[config.mk]
export PLATFORM = sky130hd
export DESIGN_NAME = sgbt_queue
export DESIGN_NICKNAME = d
export VERILOG_FILES = /design/src/hw/rtl/sgbt_pkg.sv /design/src/hw/rtl/sgbt_queue.sv
export SDC_FILE = /design/constraint.sdc
export NUM_CORES = 1
export LEC_CHECK = 0
export ABC_AREA = 1
export ABC_CLOCK_PERIOD_IN_PS = 13800
export BUFFER_PORTS_ARGS = -buffer_cell sky130_fd_sc_hd__buf_2
export CELL_PAD_IN_SITES_DETAIL_PLACEMENT = 1
export CELL_PAD_IN_SITES_GLOBAL_PLACEMENT = 1
export CORE_MARGIN = 2
export CORE_UTILIZATION = 46
export CTS_CLUSTER_SIZE = 12
export DETAILED_ROUTE_END_ITERATION = 10
export PLACE_DENSITY = 0.86
export REMOVE_ABC_BUFFERS = 1
export SYNTH_ARGS = -nofsm -noshare
export SYNTH_HDL_FRONTEND = slang
export SYNTH_SLANG_ARGS = --single-unit
[constraint.sdc]
create_clock -name i_clk -period 13.8 [get_ports i_clk]
set_input_delay 0.69 -clock i_clk [delete_from_list [all_inputs] [get_ports i_clk]]
set_output_delay 0.69 -clock i_clk [all_outputs]
set_load 0.05 [all_outputs]
[src/hw/rtl/sgbt_pkg.sv]
// ----------------------------------------------------------------------------
// sgbt_pkg
// Shared types and constants of the spherical grid bilinear taper core.
// ----------------------------------------------------------------------------
package sgbt_pkg;

    // Default number of longitude points of the height grid.
    localparam int LON_POINTS_DEF = 512;

    // Configuration port geometry.
    localparam int ADDR_W = 4;
    localparam int DATA_W = 32;
    localparam int RAD_W  = 31;

    // Register indexes, taken from paddr[3:2].
    localparam logic [1:0] REG_LAYER = 2'd0;
    localparam logic [1:0] REG_LOWER = 2'd1;
    localparam logic [1:0] REG_UPPER = 2'd2;

    // Request codes.
    localparam logic REQ_WRITE = 1'b0;
    localparam logic REQ_QUERY = 1'b1;

    // Number of quotient bits produced by the divider pipeline.
    localparam int QUO_W = 32;

    // One input item.
    typedef struct packed {
        logic               req_type;
        logic [8:0]         lat_row;
        logic [8:0]         lon_col;
        logic signed [23:0] height_value;
        logic [31:0]        colatitude;
        logic [31:0]        longitude;
        logic [30:0]        point_radius;
        logic [30:0]        element_radius;
    } t_req;

    // One result item.
    typedef struct packed {
        logic signed [31:0] delta_radius;
        logic               in_scope;
    } t_res;

    // Configuration registers.
    typedef struct packed {
        logic [RAD_W-1:0] layer;
        logic [RAD_W-1:0] lower;
        logic [RAD_W-1:0] upper;
    } t_cfg;

    // Classified item passed from the front end to the back end.
    typedef struct packed {
        logic               is_query;
        logic               in_scope;
        logic               below;
        logic [8:0]         lat_row;
        logic [8:0]         lon_col;
        logic signed [23:0] height;
        logic [31:0]        theta;
        logic [31:0]        phi;
        logic [30:0]        point_radius;
    } t_cmd;

    // Control flags carried alongside the divider pipeline.
    typedef struct packed {
        logic is_query;
        logic in_scope;
        logic den_zero;
        logic neg;
        logic ovf;
    } t_tag;

endpackage

[src/hw/rtl/sgbt_queue.sv]
// ----------------------------------------------------------------------------
// sgbt_queue
// Two-entry queue between the front end and the back end. The back end
// takes the head whenever the queue holds an entry.
// ----------------------------------------------------------------------------
module sgbt_queue (
    input  logic           i_clk,
    input  logic           i_rst_n,
    input  logic           i_push,
    input  sgbt_pkg::t_cmd i_cmd,
    output logic           o_full,
    output logic           o_valid,
    output sgbt_pkg::t_cmd o_cmd
);

    sgbt_pkg::t_cmd r_ent [2];
    logic           r_wp;
    logic           r_rp;
    logic [1:0]     r_cnt;
    logic           pop;

    assign pop     = (r_cnt != 2'd0);
    assign o_valid = pop;
    assign o_full  = (r_cnt == 2'd2);
    assign o_cmd   = r_ent[r_rp];

    // Pointers and fill count.
    always_ff @(posedge i_clk) begin
        if (!i_rst_n) begin
            r_wp  <= 1'b0;
            r_rp  <= 1'b0;
            r_cnt <= 2'd0;
        end else begin
            if (i_push) begin
                r_wp <= ~r_wp;
            end
            if (pop) begin
                r_rp <= ~r_rp;
            end
            r_cnt <= r_cnt + {1'b0, i_push} - {1'b0, pop};
        end
    end

    // Entry storage.
    always_ff @(posedge i_clk) begin
        if (i_push) begin
            r_ent[r_wp] <= i_cmd;
        end
    end

endmodule

# == Word level (Yosys, flattened, before mapping) ==
# Memory sizes are Yosys's and may differ from the RTL's. A register that Yosys moved wholly into a read port is not among the register bits.
# Index checks and enable logic that the tools add are counted.
# word_totals
mem_bits_rw,280
output_inout_bits,142
memories,1
reg_bits,4
word_cells,14
# memory_table
name,words,word_bits,read_ports,rd_clocked_by_memory_dff,wr,line,source
r_ent,2,140,1,1,1,sgbt_queue.sv:16,sgbt_pkg::t_cmd r_ent [2];
# classes
n_reduce_logical,1
n_mux,4
addsub,2
bitwise_logic,2
eq_ne,1
# op_table
op,n
$mux 1,4
$add 2x1->2,1
$eq 2x2->1 const B,1
$not 1->1,2
$reduce_bool 2->1,1
$sub 2x1->2,1

# == Depth between registers and ports, before layout ==
# depth
depth_word,3
ltp_mapped,6
ltp_nobuf,6

# == Worst setup path after synthesis ==
# OpenSTA, ideal clock, no wires.
# synth_path
kind,input to register
startpoint,in i_push
endpoint,"mem r_ent[0][0] (netlist bit), enable pin"
required_time_ps,13155
path_slack_ps,6570
arrival_time_ps,6585
cell_stages,2
path_cell_list,inv_1 -> nor2_1
# synth_between
elab_chain_cells,2
# synth_rtl
element,line,source
from (decl),sgbt_queue.sv:9,"input logic i_push,"
$mux 1,sgbt_queue.sv:46,if (i_push) begin
$mux 1 (not written as such),sgbt_queue.sv:47,r_ent[r_wp] <= i_cmd;
to (decl),sgbt_queue.sv:16,
# Every way passes these cells.

==> qor.yml <==
outcome:
  status: "complete, no violations"
floorplanning:
  die_y_um: 158
  die_w_um: 158
  dieArea_mm2: 0.0249
  coreArea_mm2: 0.0233
  start_util_pct: 46.6
  ios: 285
  fp-row-count: 56
placed_design:
  port_buffers: 284
  place_congestion: 0.732
  dp_hpwl_mm: 16.8
sta:
  slew_headroom_pct: 26.2
  slew_viol_final: 0
  finalSetupViolCount: 0
  fin_crit_sh_pct: 27.3
  fin_skew_ps: 8.01
  timing.final.crit_period_ps: 3770
  hold_viol: 0
  final.setup.tns_ps: 0
  worst_pin_slew_ps: 1110
  rsz0062_at_grt: "no"
  max_freq_mhz: 265
critical_path:
  cpMaxStageDelayCell: "dfxtp_4"
  path_class: "reg2out"
  crit_buf_inv: 2
  cp-end-kind: "primary output"
  path_cells: "buf_4 -> nand2_1 -> o21ai_0 -> buf_2"
  critPathTopFamily: "buffers and inverters"
  cp_max_fo: 107
  arrival_ps: 3080
  cp.required_ps: 13110
  startpoint_type: "register"
  slowest_delay_ps: 890
power:
  power_mw: 2.04
  peakVddDrop_mv: 0.116
  cellPowerDensity_mw_per_mm2: 153
  leakage_nw: 5.51
clock_network:
  cts_root_buffer: "clkbuf_16"
  clkTransAtPathRegs_ps: 60
  cts-resized-gates: 0
  cts_buffer_depth: 3
  cts_made_buffers: 30
  cts_tree: "built"
  htree_levels: 1
  post_cts_buffers: 0
  hold_buffers: 0
  cts.sinks: 285
  clk_latency_ps: 530
finish:
  nets: 1195
  layout-drive-gt1-share_pct: 36.3
  areaGrowthSynthToFinish_pct: 22.7
drt:
  ant_nets: 0
  vias: 6714
  drc: 0
  firstDrtPassIters: 4
  wl_per_cell_um: 17.9
  wirelength_mm: 25.0
  drtIter0Drc: 291
  drt-vias-per-instance: 4.81
yosys:
  synth-seq-area-share_pct: 78.2
  mappedNetlistArea_mm2: 0.0109
  synth_warnings: 0
  synth-seq-cells: 285
  syn_avg_cell_area_um2: 14.3
  synth_cells: 761
  synth_cell_types: 17
global_route:
  grt_max_degree: 108
  grt.total_usage_pct: 19.6
  grt_pass1_vias: 7166
  grt_pass1_wl_mm: 37.5
  grt_overflow_total: 0
  antenna_found_initial: 8
run:
  max_cap_violations: 0
hold_path:
  hold_class: "in2reg"
-- placed cells by master, fill, tap and decap left out, drive strengths merged --
master,netlist,final
clkbuf,7,45
inv,146,146
ha,1,1
clkinv,0,9
nand3,1,1
nand2,146,146
edfxtp,280,280
dfxtp,5,5
nor2,10,10
o21ai,140,140
diode,0,5
a21oi,1,1
buf,24,289
-- worst reg2reg max path: stages, from the launching register on --
cell and delay, ps:
dfxtp_1 400, nand2_1 150, inv_6 500, buf_4 880
-- final timing paths --
check | cells after the start | endpoint | start | slack (ps)
min reg2reg | 3 | register | r_rp$_SDFFE_PN0P_ | 530
max | 4 | o_cmd[60] | register | 10030
min | 1 | r_ent[1][133]$_DFFE_PP_ | i_cmd[133] | 340
max reg2reg | 3 | r_ent[1][128]$_DFFE_PP_ | r_wp$_SDFFE_PN0P_ | 11380
-- layout make-up --
cell class / count / area [um2]
fillers: 2434 / 9980
flip-flops and latches: 285 / 8510
multi-input cells: 299 / 1540
repair buffers: 289 / 1460
clock buffers: 45 / 828
inverters: 146 / 553
well taps: 319 / 399
clock inverters: 9 / 42.5
diodes: 5 / 12.5
-- report_power, final --
group | internal, mW | leakage (nW) | total (mW) | switching (mW)
Sequential | 1.00 | 2.67 | 1.02 | 0.0165
Combinational | 0.0640 | 2.41 | 0.300 | 0.236
Clock | 0.411 | 0.429 | 0.720 | 0.309
Total | 1.48 | 5.51 | 2.04 | 0.561
-- layer usage --
layer	track usage, %	routed length (um)	vias up
met5	0	27	-
met3	4.63	1770	52
met4	6.15	680	4
li1	-	-	3169
met1	21.8	9170	3251
met2	36.7	13400	238
-- Yosys cell counts, drive strengths merged --
library cell | instances | area (um2)
dfxtp | 5 | 100
edfxtp | 280 | 8410
nand2 | 146 | 548
o21ai | 140 | 926
inv | 146 | 548
clkbuf | 7 | 26.3
buf | 24 | 258
ha | 1 | 12.5
nand3 | 1 | 5.00
a21oi | 1 | 5.00
nor2 | 10 | 37.5
-- cells by family after synthesis --
group                    share of synthesized area, %
AO/OA/AOI/OAI                                    8.56
adder cells (fa/ha/maj)                         0.115
buffers and inverters                            7.65
flip-flops                                       78.2
AND/OR/NAND/NOR                                  5.43
-- flip-flops by register name, indices dropped and copies added (netlist names), named ones only --
register,cells
r_ent,280
r_wp,1
r_cnt,2
r_rp,1
-- per-stage QoR --
step	instance area (um2)	cells	hold WS (ps)	util (%)	worst slack [ps]
6_report	13300	1397	341	57.2	10030
3_3_place_gp	12500	1338	503	53.4	10580
5_1_grt	13300	1397	310	57.2	9710
2_1_floorplan	10600	730	473	-	5020
3_5_place_dp	12500	1338	522	53.4	10540
4_1_cts	13300	1392	323	57.2	9920
Note: power is estimated with default switching activity, not from simulation.
