### config.mk
export PLATFORM = sky130hd
export DESIGN_NAME = sgbt_front
export DESIGN_NICKNAME = d
export VERILOG_FILES = /design/src/hw/rtl/sgbt_pkg.sv /design/src/hw/rtl/sgbt_front.sv
export SDC_FILE = /design/constraint.sdc
export NUM_CORES = 1
export LEC_CHECK = 0
export BUFFER_PORTS_ARGS = -buffer_cell sky130_fd_sc_hd__buf_4
export CAP_MARGIN = 15
export CORE_AREA = 2 2 156 158
export CTS_CLUSTER_SIZE = 40
export DETAILED_ROUTE_END_ITERATION = 10
export DIE_AREA = 0 0 158 160
export PLACE_DENSITY = 0.55
export SLEW_MARGIN = 20
export SYNTH_ARGS = -nofsm -noshare
export SYNTH_HDL_FRONTEND = slang
export SYNTH_SLANG_ARGS = --single-unit
### constraint.sdc
create_clock -name i_clk -period 14.81 [get_ports i_clk]
set_input_delay 1.481 -clock i_clk [delete_from_list [all_inputs] [get_ports i_clk]]
set_output_delay 1.481 -clock i_clk [all_outputs]
set_load 0.005 [all_outputs]
### src/hw/rtl/sgbt_pkg.sv
// ----------------------------------------------------------------------------
// sgbt_pkg
// Shared types and constants of the spherical grid bilinear taper core.
// ----------------------------------------------------------------------------
package sgbt_pkg;

    // Default number of longitude points of the height grid.
    localparam int LON_POINTS_DEF = 512;

    // Configuration port geometry.
    localparam int ADDR_W = 4;
    localparam int DATA_W = 32;
    localparam int RAD_W  = 31;

    // Register indexes, taken from paddr[3:2].
    localparam logic [1:0] REG_LAYER = 2'd0;
    localparam logic [1:0] REG_LOWER = 2'd1;
    localparam logic [1:0] REG_UPPER = 2'd2;

    // Request codes.
    localparam logic REQ_WRITE = 1'b0;
    localparam logic REQ_QUERY = 1'b1;

    // Number of quotient bits produced by the divider pipeline.
    localparam int QUO_W = 32;

    // One input item.
    typedef struct packed {
        logic               req_type;
        logic [8:0]         lat_row;
        logic [8:0]         lon_col;
        logic signed [23:0] height_value;
        logic [31:0]        colatitude;
        logic [31:0]        longitude;
        logic [30:0]        point_radius;
        logic [30:0]        element_radius;
    } t_req;

    // One result item.
    typedef struct packed {
        logic signed [31:0] delta_radius;
        logic               in_scope;
    } t_res;

    // Configuration registers.
    typedef struct packed {
        logic [RAD_W-1:0] layer;
        logic [RAD_W-1:0] lower;
        logic [RAD_W-1:0] upper;
    } t_cfg;

    // Classified item passed from the front end to the back end.
    typedef struct packed {
        logic               is_query;
        logic               in_scope;
        logic               below;
        logic [8:0]         lat_row;
        logic [8:0]         lon_col;
        logic signed [23:0] height;
        logic [31:0]        theta;
        logic [31:0]        phi;
        logic [30:0]        point_radius;
    } t_cmd;

    // Control flags carried alongside the divider pipeline.
    typedef struct packed {
        logic is_query;
        logic in_scope;
        logic den_zero;
        logic neg;
        logic ovf;
    } t_tag;

endpackage

### src/hw/rtl/sgbt_front.sv
// ----------------------------------------------------------------------------
// sgbt_front
// Accepts items, drops out-of-range writes, clamps angles and classifies
// queries by radial scope and side of the layer.
// ----------------------------------------------------------------------------
module sgbt_front #(
    parameter int LON_POINTS = sgbt_pkg::LON_POINTS_DEF
) (
    input  logic             i_clk,
    input  logic             i_rst_n,
    input  logic             i_start,
    input  sgbt_pkg::t_req   i_req,
    input  sgbt_pkg::t_cfg   i_cfg,
    input  logic             i_q_full,
    output logic             o_busy,
    output logic             o_push,
    output sgbt_pkg::t_cmd   o_cmd
);

    localparam int LAT = LON_POINTS / 2 + 1;

    logic           r_valid;
    sgbt_pkg::t_cmd r_cmd;
    sgbt_pkg::t_cmd n_cmd;
    logic           hold;
    logic           accept;
    logic           write_ok;
    logic           keep;

    // The stage holds its item while the queue is full.
    assign hold   = r_valid && i_q_full;
    assign accept = i_start && !hold;
    assign o_busy = hold;
    assign o_push = r_valid && !i_q_full;
    assign o_cmd  = r_cmd;

    // Classify the incoming item.
    always_comb begin
        n_cmd.is_query     = (i_req.req_type == sgbt_pkg::REQ_QUERY);
        n_cmd.lat_row      = i_req.lat_row;
        n_cmd.lon_col      = i_req.lon_col;
        n_cmd.height       = i_req.height_value;
        n_cmd.point_radius = i_req.point_radius;
        n_cmd.in_scope     = !(i_req.element_radius > i_cfg.upper) &&
                             !(i_req.element_radius < i_cfg.lower);
        n_cmd.below        = (i_req.element_radius < i_cfg.layer);
        // Keep the angles away from the poles and from the seam.
        if (i_req.colatitude == 32'd0) begin
            n_cmd.theta = 32'd1;
        end else if (i_req.colatitude[31]) begin
            n_cmd.theta = 32'h7FFF_FFFF;
        end else begin
            n_cmd.theta = i_req.colatitude;
        end
        n_cmd.phi = (i_req.longitude == 32'd0) ? 32'd1 : i_req.longitude;
        write_ok  = (32'(i_req.lat_row) < 32'(LAT)) &&
                    (32'(i_req.lon_col) < 32'(LON_POINTS));
        keep      = n_cmd.is_query || write_ok;
    end

    // Stage register.
    always_ff @(posedge i_clk) begin
        if (!i_rst_n) begin
            r_valid <= 1'b0;
        end else if (!hold) begin
            r_valid <= accept && keep;
        end
    end

    always_ff @(posedge i_clk) begin
        if (accept) begin
            r_cmd <= n_cmd;
        end
    end

endmodule

After elaboration in Yosys (flattened, before gate mapping)
Index checks and enable logic that the tools add are counted.
Word-level totals
  register bits: 141
  input port bits: 266
Cells by class
  order comparisons: 4
  muxes and demuxes: 1
  reduce and logical (&&, ||, !) cells: 13
Operators by type and width (count)
  $logic_not 32->1: 2
  $lt 31x31->1: 2
  $gt 31x31->1: 1
  $mux 31: 1
  $lt 9x9->1 const B: 1
  $logic_and 1x1->1: 5
  $logic_not 1->1: 4
  $reduce_or 2->1: 1
  $logic_or 1x1->1: 1

Longest topological paths before layout
Gate-level depths: netlist (run 1).
  depth in word-level cells: 4
  gate-level depth with buffers: 8

Least setup slack after synthesis (run 1)
Ideal clock, no wire load.
  path kind: in2reg
  start point: input port i_q_full
  end point: register r_cmd, in the netlist o_cmd[0], enable pin
  arrival: 7819 ps
  path slack: 6335 ps
  stages: 2
  cells stage by stage: and2_1 -> nor2b_1
On the way
  cells in the longest elaborated chain, start to end: 3
Ends and longest elaborated chain
  start: declaration: RTL line sgbt_front.sv:14  | input logic i_q_full,
  $logic_and 1x1->1: RTL line sgbt_front.sv:31  | assign hold = r_valid && i_q_full;
  $logic_not 1->1
  $logic_and 1x1->1: RTL line sgbt_front.sv:32  | assign accept = i_start && !hold;
  via accept: RTL line sgbt_front.sv:26  | logic accept;
  end signal: assignment: RTL line sgbt_front.sv:72  | r_cmd <= n_cmd;
  end: declaration: RTL line sgbt_front.sv:23  | sgbt_pkg::t_cmd r_cmd;
The timed path passes the listed nets, and every way through them passes these cells.
A chain may end at the register's enable or synchronous reset.

Worst setup path after layout (run 1)
  start point: input port i_q_full
  end point: output port o_busy
On the way
  cells in the longest elaborated chain, start to end: 1
Ends and longest elaborated chain
  $logic_and 1x1->1: RTL line sgbt_front.sv:31
  end: declaration: RTL line sgbt_front.sv:15  | output logic o_busy,
No other way between the ends.

==> results of run 1 <==
-- how the worst min path moves through the flow --
stage	from	end	slack [ns]	cells after the start
detailed placement	r_valid	r_valid	0.70	3
CTS	r_valid	r_valid	0.72	3
floorplan	r_valid	r_valid	0.62	3
global route	r_valid	r_valid	0.76	3
finish	r_valid	r_valid	0.72	3
global placement	r_valid	r_valid	0.69	3
-- power groups by stage --
stage	Sequential (mW)	Clock (mW)	Combinational, mW
5_1_grt	0.473	0.444	0.191
4_1_cts	0.471	0.430	0.174
2_1_floorplan	0.486	0	0.0580
3_3_place_gp	0.479	0	0.173
6_report	0.471	0.416	0.171
3_5_place_dp	0.479	0	0.174
-- per-stage QoR --
stage	utilization	worst slack [ns]	cells	hold WS [ns]	cell area [sq um]
floorplan	-	6.335	559	0.6187	6995
global placement	0.4339	11.28	1256	0.6928	10340
detailed placement	0.4339	11.26	1256	0.6987	10340
CTS	0.4582	11.39	1288	0.7195	10910
global route	0.4582	11.38	1288	0.7554	10910
finish	0.4582	11.39	1288	0.7214	10910
-- metal layers --
layer,global-route usage,vias up
met4,0.04996,0
li1,-,2780
met1,0.1738,2508
met5,0,-
met3,0.06431,21
met2,0.3180,256
-- state kept, by name, summed over array words and instances (netlist names) --
signal and count:
r_valid 1, o_cmd 139
-- worst max-delay path, stage by stage --
cell and delay, ns:
sky130_fd_sc_hd__buf_4 0.11, sky130_fd_sc_hd__and2_1 0.19, sky130_fd_sc_hd__buf_4 0.15
-- layout make-up --
class                      instances  share of cell area
clock inverter                    15             0.01399
timing repair buffer             408              0.2806
clock buffer                      17             0.03898
sequential                       140              0.3843
multi-input combinational        293              0.2137
inverter                          91             0.03130
tap                              324             0.03714
-- cells by family (layout without fill, tap and decap cells) --
logic type / count (synthesis) / count (layout)
compound gates: 80 / 80
other cells: 1 / 1
fa+ha+maj: 91 / 91
flops: 140 / 140
simple gates: 121 / 121
buf+inv: 126 / 531
-- placed cells by master, fill, tap and decap left out, drive strengths merged, types with 4 or more instances in the layout --
cell	synthesis	layout
buf	1	408
and4	4	4
clkbuf	34	17
nand4	19	19
nor4	18	18
nand2	20	20
a21o	15	15
nor2b	4	4
ha	91	91
edfxtp	139	139
o21ai	14	14
nor2	10	10
a21oi	38	38
or2	30	30
clkinvlp	0	4
inv	91	99
nand3	7	7
==> implementation parameters, run 1 <==
Parameter                              Value

Critical path
  Worst endpoint required time ... 13.33 ns
  Register-to-register setup slack ... 12.56 ns
  CP startpoint ... i_q_full
  RR Startpoint ... r_valid
  CP Class ... input pin to output port
  Signal arrival time at the worst endpoint ... 1.94 ns
  Highest net fanout along the worst path ... 3
  Startpoint type of the worst setup path ... input pin
  Number of cells on the worst reg-to-reg path ... 3
  Crit path capture ... o_busy
  Worst reg2reg endpoint ... o_cmd[32]
  Critical Path End Type ... output port

STA
  Final critical path time including I/O delays and setup ... 3.419 ns
  Share of the clock period used by the worst path after layout ... 0.2309
  Clock Skews ... 0.009080 ns
  Setup violations, final ... 0
  Maximum frequency from static timing analysis ... 292.5 MHz
  Slew at the pin closest to its max-slew limit ... 0.9733 ns
  Hold Fails Final Rpt ... 0
  Max-slew violations ... 0
  Sum of negative setup slack ... 0 ns
  Slew headroom ... 0.3511
  RSZ-0062 raised after global routing ... false

Logic synthesis
  Simple-gate area share of the yosys netlist ... 0.09945
  Most frequent cells after synthesis ... sky130_fd_sc_hd__edfxtp_1 (139), sky130_fd_sc_hd__ha_1 (91), sky130_fd_sc_hd__inv_1 (91)
  Sequential element share of the synthesized area ... 0.5995
  Number of instances in the synthesized netlist ... 559
  Share of Yosys cell area claimed by the top area cell type ... 0.5967
  Most frequent cell after synthesis ... sky130_fd_sc_hd__edfxtp_1
  Seq cells post-synth ... 140
  Share of synthesized area spent on multiplexers ... 0
  Post-synth ARST share ... 0
  Count of unique library cells instantiated by Yosys ... 38
  Main combinational cell family by area after synthesis ... adder cells
  Post-synthesis average cell area ... 12.51 sq um
  Synthesized net count ... 916
  Count of yosys warnings during synthesis ... 0
  Mapped cell area ... 6995 sq um
  Compound-cell area share of the yosys netlist ... 0.06958
  Post-synthesis cell type with the largest combined area ... sky130_fd_sc_hd__edfxtp_1
  Post-synthesis xor/xnor area fraction ... 0
  Post-synthesis share of cell area spent on full adders, half adders and majority gates ... 0.1628
  Most instantiated flip-flop cell in the synthesis netlist ... sky130_fd_sc_hd__edfxtp_1
  Number of enable-type register cells in the synthesized netlist ... 139
  Synth top area cells ... sky130_fd_sc_hd__edfxtp_1 (60%), sky130_fd_sc_hd__ha_1 (16%), sky130_fd_sc_hd__inv_1 (4.9%)

Floorplan
  Floorplan core area ... 23820 sq um
  Number of top-level pins ... 408
  DIE WIDTH ... 158 um
  Initial standard-cell utilization of the core ... 0.2937
  Site Rows ... 57
  Die height ... 160 um
  Die area ... 25280 sq um

Global route
  Gr ovfl total ... 0
  Number of global-route vias before repair ... 5755
  Initial antenna violation count ... 0
  Largest net degree at the start of global routing ... 78
  First-pass GRT wire length ... 31850 um
  Overall global routing resource usage ... 0.1701

Route
  First-pass DRT Iterations ... 4
  Met2 wire len ... 11680 um
  Post-DR vias/cell ... 4.321
  Met3 wire len ... 2276 um
  Routed wire length per instance ... 17.25 um
  Met1 routed wirelength after detailed routing ... 7917 um
  Total length of routed wires ... 22210 um
  Number of design rule violations left after detail routing ... 0
  Vias after detailed routing ... 5565
  Number of antenna-violating nets in the routed design ... 0
  DRT iter0 DRCs ... 242
  Topmost layer with routed signal wires ... met4

Run status
  Run status ... finished, final reports clean

Cells and area
  Area taken by multi-input logic gates ... 2332 sq um
  Fill cell instance count of the final layout ... 2271
  Proportion of layout cells with a drive suffix above 1 ... 0.4907
  P&R area growth vs syn ... 56.02%
  Number of nets in the finished design ... 1308
  Area occupied by registers ... 4194 sq um
  N_diodes ... 0

Hold path
  Tightest Hold Check Type ... flop to flop

CTS
  Buffer type at the clock tree root ... sky130_fd_sc_hd__clkbuf_16
  CTS buffer count ... 17
  Count of H-tree levels built during CTS ... 4
  Maximum buffer depth of the clock tree ... 2
  Insertion delay to the later sink of the worst-skew pair ... 0.42 ns
  Hold buffer count at cts ... 0
  TritonCTS clock tree ... built
  Buffer count from post-CTS setup fixing ... 0
  Resized cells post-CTS ... 0
  Number of clock sinks ... 140
  Clock transition time at the flip-flop clock pins of the worst setup and hold paths ... 0.06 ns

Power
  Cell internal pwr ... 799.3 uW
  Power density cells ... 96.97 nW/um^2
  Switching Fraction ... 0.2448
  Sw power ... 259.1 uW
  Clock network power share ... 0.394
  Total power draw ... 1.058 mW
  Relative contribution of sequential cells to total power ... 0.445
  Combinational fraction of design power ... 0.162
  Worst ir drop on vdd ... 60.52 uV
  Leak pwr ... 5.158 nW

Placement
  Port bufs ... 406
  Dpl hpwl ... 18690 um
  RD Place Congestion ... 0.8647

Flow run
  Total of max-cap violations ... 0
No activity file was read; power rests on OpenSTA's default activity.
==> inputs of run 2 (changes only) <==
- CORE_AREA: 2 2 156 158 -> 2 2 157 159
- DIE_AREA: 0 0 158 160 -> 0 0 159 161
- PLACE_DENSITY: 0.55 -> 0.57
- clock period: 14.81 -> 2.95 ns (I/O delays scaled with it)
==> implementation parameters, run 2 (synthesized netlist as in run 1, its figures left out) <==
Parameter                              Value

Run status
  Run status ... finished, final reports clean (unchanged)

Hold path
  Cell count of the worst hold path ... 1 (was 3)
  Tightest Hold Check Type ... input pin to flop (was flop to flop)
  Worst Min Path Start ... i_req[58] (was r_valid)
  Endpoint of the worst hold-timing path ... o_cmd[27] (was r_valid)

Route
  Vias after detailed routing ... 5679 (was 5565)
  Number of design rule violations left after detail routing ... 0 (unchanged)
  First-pass DRT Iterations ... 4 (unchanged)
  DRT iter0 DRCs ... 291 (was 242)
  Routed wire length per instance ... 17.93 um (was 17.25 um)
  Total length of routed wires ... 23090 um (was 22210 um)
  Post-DR vias/cell ... 4.409 (was 4.321)
  Number of antenna-violating nets in the routed design ... 0 (unchanged)

STA
  Clock Skews ... 0.009248 ns (was 0.009080 ns)
  Setup violations, final ... 0 (unchanged)
  Share of the clock period used by the worst path after layout ... 0.5701
  Max-slew violations ... 0 (unchanged)
  Sum of negative setup slack ... 0 ns (unchanged)
  Maximum frequency from static timing analysis ... 594.6 MHz
  RSZ-0062 raised after global routing ... false (unchanged)
  Post-route worst hold slack ... 0.04847 ns (was 0.7214 ns)
  Hold Fails Final Rpt ... 0 (unchanged)
  Final critical path time including I/O delays and setup ... 1.682 ns

Floorplan
  Initial standard-cell utilization of the core ... 0.2919 (was 0.2937)
  Floorplan core area ... 23960 sq um (was 23820 sq um)
  Number of top-level pins ... 408 (unchanged)
  Die area ... 25600 sq um (was 25280 sq um)
  DIE WIDTH ... 159 um (was 158 um)
  Site Rows ... 57 (unchanged)
  Die height ... 161 um (was 160 um)

CTS
  Buffer count from post-CTS setup fixing ... 0 (unchanged)
  Number of clock sinks ... 140 (unchanged)
  Insertion delay to the later sink of the worst-skew pair ... 0.42 ns (about the same)
  Hold buffer count at cts ... 0 (unchanged)
  Resized cells post-CTS ... 0 (unchanged)
  Count of H-tree levels built during CTS ... 4 (unchanged)
  TritonCTS clock tree ... built (unchanged)
  Clock transition time at the flip-flop clock pins of the worst setup and hold paths ... 0.07 ns (was 0.06 ns)
  CTS buffer count ... 17 (unchanged)
  Buffer type at the clock tree root ... sky130_fd_sc_hd__clkbuf_16 (unchanged)
  Maximum buffer depth of the clock tree ... 2 (unchanged)

Placement
  Port bufs ... 406 (unchanged)
  RD Place Congestion ... 0.8368 (was 0.8647)
  Dpl hpwl ... 19450 um (was 18690 um)

Critical path
  Worst reg2reg endpoint ... o_cmd[43] (was o_cmd[32])
  Critical Path End Type ... flop (was output port)
  Worst endpoint required time ... 3.22 ns (was 13.33 ns)
  CP Class ... input pin to flop (was input pin to output port)
  Startpoint type of the worst setup path ... input pin (unchanged)
  Signal arrival time at the worst endpoint ... 1.95 ns (was 1.94 ns)
  Register-to-register setup slack ... 1.53 ns (was 12.56 ns)
  RR Startpoint ... r_valid (unchanged)
  CP startpoint ... i_req[2] (was i_q_full)
  Number of cells on the worst reg-to-reg path ... 3 (unchanged)
  Highest net fanout along the worst path ... 3 (unchanged)

Cells and area
  N_diodes ... 0 (unchanged)
  Number of nets in the finished design ... 1308 (unchanged)
  Fill cell instance count of the final layout ... 2281 (was 2271)
  Commonest cells after routing, fill and taps aside ... sky130_fd_sc_hd__buf_4 (406), sky130_fd_sc_hd__edfxtp_1 (139), sky130_fd_sc_hd__inv_1 (91), sky130_fd_sc_hd__ha_1 (91), sky130_fd_sc_hd__a21oi_1 (38) (was sky130_fd_sc_hd__buf_4 (408), sky130_fd_sc_hd__edfxtp_1 (139), sky130_fd_sc_hd__inv_1 (91), sky130_fd_sc_hd__ha_1 (91), sky130_fd_sc_hd__a21oi_1 (38))
  Number of flip-flops under the largest register name ... 139 (unchanged)
  Proportion of layout cells with a drive suffix above 1 ... 0.4927 (was 0.4907)
  P&R area growth vs syn ... 56.30% (was 56.02%)
  Most common cell after layout, fill and taps aside ... sky130_fd_sc_hd__buf_4 (unchanged)

Global route
  Largest net degree at the start of global routing ... 79 (was 78)
  Gr ovfl total ... 0 (unchanged)
  Number of global-route vias before repair ... 5789 (was 5755)
  First-pass GRT wire length ... 34090 um (was 31850 um)
  Initial antenna violation count ... 0 (unchanged)
  Overall global routing resource usage ... 0.1769 (was 0.1701)

Power
  Leak pwr ... 5.168 nW (was 5.158 nW)
  Worst ir drop on vdd ... 350.5 uV (was 60.52 uV)
  Power density cells ... 484.9 nW/um^2 (was 96.97 nW/um^2)

Flow run
  Total of max-cap violations ... 0 (unchanged)
-- run 2: power by group --
part | internal [mW] | total (mW) | switching, mW
logic | 0.500 | 0.881 | 0.381
registers | 2.33 | 2.36 | 0.0306
clock network | 1.12 | 2.06 | 0.942
-- run 2: metrics by stage --
step | setup WS (ns) | util | cells | instance area [sq um] | total power, mW
after global routing | 1.122 | 0.4563 | 1288 | 10930 | 5.539
after CTS | 1.283 | 0.4563 | 1288 | 10930 | 5.380
final | 1.268 | 0.4563 | 1288 | 10930 | 5.301
after global placement | 0.8773 | 0.4325 | 1256 | 10360 | 3.284
after floorplan | 0.01133 | - | 559 | 7005 | 2.714
after detailed placement | 0.8529 | 0.4325 | 1256 | 10360 | 3.293
-- run 2: worst max path at each step --
stage,to,depth (start not counted)
2_1_floorplan,o_cmd[0],2
3_3_place_gp,o_cmd[138],8
3_5_place_dp,o_cmd[138],8
4_1_cts,o_cmd[138],8
5_1_grt,o_cmd[138],8
6_report,o_cmd[138],8
-- run 2: metal layers --
layer / routed length [um] / track usage / vias up
met5: 0 / 0 / -
met4: 515 / 0.05455 / 0
met3: 1797 / 0.05701 / 27
met2: 12420 / 0.3326 / 250
met1: 8359 / 0.1882 / 2614
li1: - / - / 2788
-- run 2: cell type report --
cell class	instances	area (sq um)	share of cell area
Clock buffer	17	425.4	0.03891
Inverter	91	341.6	0.03124
Sequential cell	140	4194	0.3836
Tap cell	324	405.4	0.03708
Timing Repair Buffer	408	3088	0.2824
Multi-Input combinational cell	293	2335	0.2135
Clock inverter	15	145.1	0.01327
-- run 2: worst max-delay path: stages --
cell and delay (ns):
sky130_fd_sc_hd__buf_4 0.12, sky130_fd_sc_hd__ha_1 0.32, sky130_fd_sc_hd__a21oi_1 0.15, sky130_fd_sc_hd__a21oi_1 0.10
sky130_fd_sc_hd__o31a_1 0.29, sky130_fd_sc_hd__a2111oi_2 0.42, sky130_fd_sc_hd__o21ai_1 0.12, sky130_fd_sc_hd__a21oi_1 0.14
